==> config.mk <==
export PLATFORM = sky130hd
export DESIGN_NAME = coordinate_frame_parser
export DESIGN_NICKNAME = d
export VERILOG_FILES = /design/src/rtl/core/cfp_pkg.sv /design/src/rtl/core/cfp_step.sv /design/src/rtl/core/coordinate_frame_parser.sv
export SDC_FILE = /design/constraint.sdc
export NUM_CORES = 1
export LEC_CHECK = 0
export BUFFER_PORTS_ARGS = -buffer_cell sky130_fd_sc_hd__buf_2
export CAP_MARGIN = 0
export CORE_ASPECT_RATIO = 1.2
export CORE_MARGIN = 1
export CORE_UTILIZATION = 30
export CTS_CLUSTER_SIZE = 25
export DETAILED_ROUTE_END_ITERATION = 8
export MAX_ROUTING_LAYER = met4
export PLACE_DENSITY = 0.54
export SKIP_LAST_GASP = 1
export SYNTH_ARGS = -nofsm -noshare
export SYNTH_HDL_FRONTEND = slang
export SYNTH_SLANG_ARGS = --single-unit
==> constraint.sdc <==
create_clock -name i_clk -period 8.3 [get_ports i_clk]
set_input_delay 1.66 -clock i_clk [delete_from_list [all_inputs] [get_ports i_clk]]
set_output_delay 1.66 -clock i_clk [all_outputs]
set_load 0.005 [all_outputs]
==> src/rtl/core/cfp_pkg.sv <==
// cfp_pkg: types, constants and helper functions of the coordinate frame parser
// used by cfp_step and coordinate_frame_parser; no dependencies
`timescale 1ns / 1ps

package cfp_pkg;

    localparam int LINE_LIMIT = 64;
    localparam int LINE_W     = $clog2(LINE_LIMIT);
    localparam int TICK_W     = 26;

    localparam logic [TICK_W-1:0] TIMEOUT_RESET = TICK_W'(3000000);
    localparam logic [TICK_W-1:0] IDLE_MAX      = {TICK_W{1'b1}};

    localparam logic [7:0] CH_HEAD  = 8'h42;   // 'B'
    localparam logic [7:0] CH_COMMA = 8'h2C;
    localparam logic [7:0] CH_LF    = 8'h0A;
    localparam logic [7:0] CH_CR    = 8'h0D;
    localparam logic [7:0] CH_SPACE = 8'h20;
    localparam logic [7:0] CH_PLUS  = 8'h2B;
    localparam logic [7:0] CH_MINUS = 8'h2D;
    localparam logic [7:0] CH_NUL   = 8'h00;
    localparam logic [7:0] CH_ZERO  = 8'h30;
    localparam logic [7:0] CH_NINE  = 8'h39;
    localparam logic [7:0] CH_TAB   = 8'h09;

    localparam logic [0:0] ACT_BYTE = 1'b0;
    localparam logic [0:0] ACT_TICK = 1'b1;

    typedef enum logic [3:0] {
        PH_HEAD, PH_COMMA, PH_XWS, PH_XSIGN, PH_XDIG,
        PH_YWS, PH_YSIGN, PH_YDIG, PH_TAIL, PH_BAD, PH_DONE
    } t_phase;

    typedef enum logic [1:0] {
        ST_NONE, ST_VALID, ST_MALFORMED, ST_OVERLONG
    } t_status;

    typedef struct packed {
        logic [0:0] action;
        logic [7:0] rx_byte;
    } t_in;

    typedef struct packed {
        t_status            frame_status;
        logic signed [31:0] x_coord;
        logic signed [31:0] y_coord;
        logic               led_on;
    } t_out;

    typedef struct packed {
        t_phase              parse_phase;
        logic [LINE_W-1:0]   line_count;
        logic [31:0]         x_magnitude;
        logic [31:0]         y_magnitude;
        logic                x_negative;
        logic                y_negative;
        logic                link_led;
        logic                ever_valid;
        logic [TICK_W-1:0]   idle_count;
    } t_state;

    function automatic logic is_ws(input logic [7:0] c);
        return (c == CH_SPACE) || (c >= CH_TAB && c <= CH_CR);
    endfunction

    function automatic logic is_digit(input logic [7:0] c);
        return (c >= CH_ZERO) && (c <= CH_NINE);
    endfunction

    // mag * 10 + digit, saturating at 32 bits
    function automatic logic [31:0] accum(input logic [31:0] mag, input logic [7:0] c);
        logic [35:0] v;
        v = {1'b0, mag, 3'b000} + {3'b000, mag, 1'b0} + {32'd0, c[3:0]};
        return (v[35:32] != 4'd0) ? 32'hFFFF_FFFF : v[31:0];
    endfunction

    function automatic logic [31:0] finish(input logic [31:0] mag, input logic neg);
        logic [31:0] m;
        if (neg) begin
            m = (mag > 32'h8000_0000) ? 32'h8000_0000 : mag;
            return 32'd0 - m;
        end
        return (mag > 32'h7FFF_FFFF) ? 32'h7FFF_FFFF : mag;
    endfunction

endpackage

==> src/rtl/core/cfp_step.sv <==
// cfp_step: combinational next-state and result logic for one beat
// depends on cfp_pkg
`timescale 1ns / 1ps

module cfp_step
    import cfp_pkg::*;
(
    input  t_state              i_state,
    input  t_in                 i_item,
    input  logic [TICK_W-1:0]   i_timeout,
    output t_state              o_state,
    output t_out                o_result
);

    logic [7:0]        c;
    logic [TICK_W-1:0] idle_inc;
    logic [31:0]       xv;
    logic [31:0]       yv;

    assign c  = i_item.rx_byte;
    assign xv = finish(i_state.x_magnitude, i_state.x_negative);
    assign yv = finish(i_state.y_magnitude, i_state.y_negative);
    assign idle_inc = (i_state.idle_count < IDLE_MAX) ?
                      i_state.idle_count + TICK_W'(1) : i_state.idle_count;

    always_comb begin
        o_state               = i_state;
        o_result.frame_status = ST_NONE;
        o_result.x_coord      = '0;
        o_result.y_coord      = '0;

        if (i_item.action == ACT_TICK) begin
            if (i_state.ever_valid) begin
                o_state.idle_count = idle_inc;
                if (idle_inc > i_timeout) begin
                    o_state.link_led = 1'b0;
                end
            end
        end else if (c == CH_LF) begin
            if (i_state.line_count != '0) begin
                if (i_state.parse_phase == PH_YDIG || i_state.parse_phase == PH_TAIL ||
                    i_state.parse_phase == PH_DONE) begin
                    o_result.frame_status = ST_VALID;
                    o_result.x_coord      = xv;
                    o_result.y_coord      = yv;
                    o_state.ever_valid    = 1'b1;
                    o_state.idle_count    = '0;
                    o_state.link_led      = ~xv[31];
                end else begin
                    o_result.frame_status = ST_MALFORMED;
                end
            end
            o_state.parse_phase = PH_HEAD;
            o_state.line_count  = '0;
            o_state.x_magnitude = '0;
            o_state.y_magnitude = '0;
            o_state.x_negative  = 1'b0;
            o_state.y_negative  = 1'b0;
        end else if (i_state.line_count < LINE_W'(LINE_LIMIT - 1)) begin
            o_state.line_count = i_state.line_count + LINE_W'(1);
            unique case (i_state.parse_phase)
                PH_HEAD: begin
                    o_state.parse_phase = (c == CH_HEAD) ? PH_COMMA : PH_BAD;
                end
                PH_COMMA: begin
                    o_state.parse_phase = (c == CH_COMMA) ? PH_XWS : PH_BAD;
                end
                PH_XWS: begin
                    if (is_ws(c)) begin
                        o_state.parse_phase = PH_XWS;
                    end else if (c == CH_PLUS || c == CH_MINUS) begin
                        o_state.x_negative  = (c == CH_MINUS);
                        o_state.parse_phase = PH_XSIGN;
                    end else if (is_digit(c)) begin
                        o_state.x_magnitude = accum(i_state.x_magnitude, c);
                        o_state.parse_phase = PH_XDIG;
                    end else begin
                        o_state.parse_phase = PH_BAD;
                    end
                end
                PH_XSIGN, PH_XDIG: begin
                    if (is_digit(c)) begin
                        o_state.x_magnitude = accum(i_state.x_magnitude, c);
                        o_state.parse_phase = PH_XDIG;
                    end else if (i_state.parse_phase == PH_XDIG && c == CH_COMMA) begin
                        o_state.parse_phase = PH_YWS;
                    end else begin
                        o_state.parse_phase = PH_BAD;
                    end
                end
                PH_YWS: begin
                    if (is_ws(c)) begin
                        o_state.parse_phase = PH_YWS;
                    end else if (c == CH_PLUS || c == CH_MINUS) begin
                        o_state.y_negative  = (c == CH_MINUS);
                        o_state.parse_phase = PH_YSIGN;
                    end else if (is_digit(c)) begin
                        o_state.y_magnitude = accum(i_state.y_magnitude, c);
                        o_state.parse_phase = PH_YDIG;
                    end else begin
                        o_state.parse_phase = PH_BAD;
                    end
                end
                PH_YSIGN: begin
                    if (is_digit(c)) begin
                        o_state.y_magnitude = accum(i_state.y_magnitude, c);
                        o_state.parse_phase = PH_YDIG;
                    end else begin
                        o_state.parse_phase = PH_BAD;
                    end
                end
                PH_YDIG, PH_TAIL: begin
                    if (i_state.parse_phase == PH_YDIG && is_digit(c)) begin
                        o_state.y_magnitude = accum(i_state.y_magnitude, c);
                    end else if (c == CH_SPACE || c == CH_CR) begin
                        o_state.parse_phase = PH_TAIL;
                    end else if (c == CH_NUL) begin
                        o_state.parse_phase = PH_DONE;
                    end else begin
                        o_state.parse_phase = PH_BAD;
                    end
                end
                PH_DONE: begin
                    o_state.parse_phase = PH_DONE;
                end
                default: begin
                    o_state.parse_phase = PH_BAD;
                end
            endcase
        end else begin
            // line full: drop the byte and restart
            o_result.frame_status = ST_OVERLONG;
            o_state.parse_phase   = PH_HEAD;
            o_state.line_count    = '0;
            o_state.x_magnitude   = '0;
            o_state.y_magnitude   = '0;
            o_state.x_negative    = 1'b0;
            o_state.y_negative    = 1'b0;
        end

        o_result.led_on = o_state.link_led;
    end

endmodule

==> src/rtl/core/coordinate_frame_parser.sv <==
// coordinate_frame_parser: top level with parse state, timeout register and output skid
// depends on cfp_pkg and cfp_step
`timescale 1ns / 1ps

// Usage
//   input channel : i_in_valid / o_in_stall / i_in_data; each beat is either a
//                   received byte (action 0) or one microsecond tick (action 1)
//   output channel: o_out_valid / i_out_stall / o_out_data; exactly one result
//                   beat per input beat, in order
//   config        : i_cfg_we / i_cfg_wdata write timeout_ticks; write only while idle
// Each result is registered in the output register, or in the skid while the
// receiver stalls. Throughput is one beat per cycle while o_in_stall is low;
// the parse step for a byte is a single pass through cfp_step between the state
// registers and the output register. A two-entry output (output register plus
// skid) lets one more beat in while the receiver stalls; o_in_stall rises only
// when both are full. Reset clears the line parser, turns the LED off, clears the
// idle counter and loads timeout_ticks with 3000000; no result is pending after reset.

module coordinate_frame_parser
    import cfp_pkg::*;
(
    input  logic              i_clk,
    input  logic              i_rst_n,
    input  logic              i_in_valid,
    output logic              o_in_stall,
    input  t_in               i_in_data,
    output logic              o_out_valid,
    input  logic              i_out_stall,
    output t_out              o_out_data,
    input  logic              i_cfg_we,
    input  logic [TICK_W-1:0] i_cfg_wdata
);

    t_state            r_state;
    t_state            n_state;
    t_out              n_result;
    logic [TICK_W-1:0] r_timeout;
    t_out              r_out;
    logic              r_out_valid;
    t_out              r_skid;
    logic              r_skid_valid;
    logic              in_accept;
    logic              out_pop;

    assign o_in_stall  = r_skid_valid;
    assign in_accept   = i_in_valid && !r_skid_valid;
    assign out_pop     = r_out_valid && !i_out_stall;
    assign o_out_valid = r_out_valid;
    assign o_out_data  = r_out;

    cfp_step u_step (
        .i_state  (r_state),
        .i_item   (i_in_data),
        .i_timeout(r_timeout),
        .o_state  (n_state),
        .o_result (n_result)
    );

    always_ff @(posedge i_clk) begin
        if (!i_rst_n) begin
            r_state   <= '0;
            r_timeout <= TIMEOUT_RESET;
        end else begin
            if (in_accept) begin
                r_state <= n_state;
            end
            if (i_cfg_we) begin
                r_timeout <= i_cfg_wdata;
            end
        end
    end

    always_ff @(posedge i_clk) begin
        if (!i_rst_n) begin
            r_out_valid  <= 1'b0;
            r_skid_valid <= 1'b0;
        end else if (!r_out_valid || out_pop) begin
            if (r_skid_valid) begin
                r_out_valid <= 1'b1;
                r_out       <= r_skid;
                // skid is full, so no beat is taken this cycle
                r_skid_valid <= 1'b0;
            end else begin
                r_out_valid <= in_accept;
                if (in_accept) begin
                    r_out <= n_result;
                end
            end
        end else if (in_accept) begin
            r_skid_valid <= 1'b1;
            r_skid       <= n_result;
        end
    end

    a_skid_needs_out: assert property (@(posedge i_clk) disable iff (!i_rst_n)
        r_skid_valid |-> r_out_valid)
        else $error("skid holds a beat while output register is empty");

    a_led_needs_frame: assert property (@(posedge i_clk) disable iff (!i_rst_n)
        !r_state.ever_valid |-> !r_state.link_led)
        else $error("led lit before any valid frame");

    a_coords_zero: assert property (@(posedge i_clk) disable iff (!i_rst_n)
        (r_out_valid && r_out.frame_status != ST_VALID) |->
            (r_out.x_coord == 32'sd0 && r_out.y_coord == 32'sd0))
        else $error("nonzero coordinates on a non-frame result");

    a_skid_drains: assert property (@(posedge i_clk) disable iff (!i_rst_n)
        (r_skid_valid && !i_out_stall) |=> !r_skid_valid)
        else $error("skid not drained after output pop");

endmodule
==> summary.md <==
| Metric | Value |
|---|---|
| Vias in the first global route | 15,400 |
| Synth Warn # | 0 |
| FF-to-FF End | o_out_data[0] |
| Cts repair resizes | 0 |
| TNS Setup | 0 ns |
| NumNets Final | 2,289 |
| Most frequent cells in the layout | 215 x nor2_1, 176 x nand2_1, 157 x a21oi_1, 157 x ha_1, 134 x edfxtp_1 |
| DP HPWL | 38,200 um |
| Synthesized net count | 2,256 |
| # port buffers | about 110 |
| Fraction of the mapped netlist area in compound gates | 0.234 |
| Max cap viols | 0 |
| Number of flops mapped to enable cells by yosys | about 130 |
| Register bit total from synthesis | roughly 270 |
| Root Buffer | clkbuf_16 |
| DRC | 0 |
| Post-synth ARST share | 0 |
| Startpoint types | input pin |
| Worst path required time | 8.76 ns |
| Routed Antenna Nets | 0 |
| CP max FO | 27 |
| Hold path cells | 1 |
| Final Max Slew Viols | 0 |
| Core Util, Final | 0.340 |
| Fmax | 0.193 GHz |
| Main synth FF type | edfxtp_1 |
| TritonCTS clock tree | done |
| Die outline area | 62,500 sq um |
| Starting Density | 0.303 |
| Vias per cell | roughly 5.5 |
| Row count | 99 |
| DRT Pass-1 Iters | 5 |
| Synth Instances | 2,055 |
| Filler instances | 6,215 |
| Vias | 16,000 |
| Chip height | approximately 270 um |
| RSZ-0062 raised after global routing | no |
| Inserted Clock Buffers | 31 |
| Clock sinks | 266 |
| Skew final | between 0.02 and 0.025 ns |
| Rel. slew slack | 0.323 |
| Clock slew at reported path FFs | ~0.060 ns |
| Setup crit end | r_state[74] |
| DP Worst Slack | 2.58 ns |
| WP data arrival | roughly 5.7 ns |
| Kind of critical path | in2reg |
| Simple-Gate Fraction of Synth Area | 0.177 |
| Setup ws final | 3.11 ns |
| DRT Wirelength | 52,900 um |
| Share of cells above drive strength 1 | 0.133 |
| Worst setup EP type | register |
| Initial antenna violation count | 9 |
| Reg2reg start | r_state[0] |
| Wire length per cell | 18.0 um |
| Clock latency on the worst-skew pair | 0.59 ns |
| Syn Std Cell Area | between 15,000 and 20,000 sq um |
| Adder-cell share of the synthesized area | 0.111 |
| PD cells | 140 nW/um^2 |
| Leak | 0.00863 uW |
| Syn avg cell area | approximately 9.0 sq um |
| Total grt overflow | 0 |
| Horiz. Die Dim | 228 um |
| Fin. Hold Viols | 0 |
| Status | complete, no violations |
| Final Cycle Share | 0.625 |
| VDD IR max | approximately 0.15 mV |
| Placer Congestion | 0.884 |
| Commonest non-fill, non-tap cell in the layout | nor2_1 |
| Post-CTS Hold Fix Bufs | 0 |
| Mux cell area share after synthesis | 0.0387 |
| Count of different cell masters after synthesis | between 90 and 100 |
| First-pass GRT wire length | about 84,000 um |
| # IOs | 109 |
| Synth-to-Final Area Change | 12.0% |
| Worst Setup SP | i_in_data[3] |
| Seq/Total Area, Yosys | 0.361 |
| FF-to-FF path depth | 17 |
| Setup bufs post-CTS | 0 |
| Reg2reg setup slack | 3.49 ns |
| Initial DRC Count | between 1,000 and 1,500 |
| XOR/XNOR Fraction of Synth Area | 0.0365 |
| Hold WC Path Type | reg2reg |
| Largest family of logic cells by synthesized area | compound AO/OA/AOI/OAI gates |
| Pin count of the biggest net entering global routing | 69 |
| Longest Clk Path Bufs | 3 |
| Min Tclk post-route | approximately 5.2 ns |
| H-tree depth | 1 |
| All-Layer GR Usage | 0.169 |
| Tightest Pin Transition | 1.02 ns |
| Core box area | 60,800 sq um |
| # setup viols final | 0 |
## report_power, final
group | internal [uW] | switching [uW]
Clock | 779 | 588
Sequential | 1400 | 13.5
Combinational | 40.3 | 72.1
Total | 2220 | 674
## kinds of logic after synthesis
family,after synthesis
xor gates and xnor gates,77
DFF,266
muxes,66
and+or+nand+nor,676
buffers and inverters,183
adders and majority gates,161
AOI/OAI and AO/OA,626
## how the worst min path moves through the flow
| stage | slack (ns) | startpoint | end |
|---|---|---|---|
| CTS | 0.47 | r_state[26] | r_state[26] |
| global route | 0.51 | r_state[25] | r_state[25] |
| detailed placement | 0.45 | r_state[26] | r_state[26] |
| floorplan | 0.44 | r_state[26] | r_state[26] |
| global placement | 0.45 | r_state[26] | r_state[26] |
| finish | 0.47 | r_state[26] | r_state[26] |
## registers in the layout (all words and copies together), names as in the netlist
name	flops
r_timeout	26
r_state	104
o_in_stall	1
r_skid	67
o_out_valid	1
o_out_data	67
## stage by stage
step	hold slack, ns	area, sq um	cells	power [uW]
global route	0.508	20700	2930	3010
CTS	0.471	20600	2921	2940
global placement	0.447	19600	2863	1550
detailed placement	0.455	19600	2863	1550
finish	0.467	20700	2930	2890
floorplan	0.441	18500	2055	1510
## cell usage after synthesis (all sizes together) (12+ instances only)
cell / n / area [sq um]
and3: 12 / 75.1
nand3: 45 / 225
buf: 28 / 174
a31oi: 22 / 138
nand2: 179 / 679
o211ai: 26 / 200
xor2: 32 / 280
nor2b: 14 / 87.6
nand4: 30 / 203
nor2: 217 / 815
inv: 52 / 195
a221o: 49 / 492
o31ai: 41 / 308
a22oi: 20 / 150
mux2: 43 / 484
nand2b: 19 / 119
o21ai: 124 / 643
a21oi: 160 / 808
ha: 157 / 1960
clkbuf: 102 / 387
edfxtp: 134 / 4020
or3: 19 / 129
nor3: 61 / 327
a211oi: 24 / 185
or2: 13 / 81.3
o21a: 19 / 143
nor4: 18 / 146
dfxtp: 132 / 2640
mux2i: 23 / 230
a21o: 43 / 323
xnor2: 45 / 394
## worst max-delay path, cell delays in order
cell	delay, ns
buf_2	0.14
inv_1	0.24
fa_1	0.44
inv_1	0.11
fa_1	0.25
a211oi_1	0.10
o21ai_2	0.20
o221ai_1	0.17
or4_1	0.60
a31oi_1	0.33
mux2_2	0.38
o21ai_0	0.24
o211ai_2	0.20
buf_4	0.28
a221o_1	0.29
## layer usage
metal,global-route usage,part of all wire,vias up
li1,-,-,7832
met2,0.284,0.49,368
met5,-,0,-
met4,0.0608,0.032,0
met3,0.0284,0.050,96
met1,0.204,0.43,7730
## area by class of cell
class | count | area, sq um | share of cell area
Timing Repair Buffer | 131 | 713 | 0.0345
Inverter | 52 | 195 | 0.00944
Clock inverter | 12 | 77.6 | 0.00375
Tap cell | 808 | 1010 | 0.0489
Multi-Input combinational cell | 1606 | 11000 | 0.535
Antenna cell | 9 | 22.5 | 0.00109
Clock buffer | 46 | 931 | 0.0450
Sequential cell | 266 | 6670 | 0.323
No activity file was read; power rests on OpenSTA's default activity.
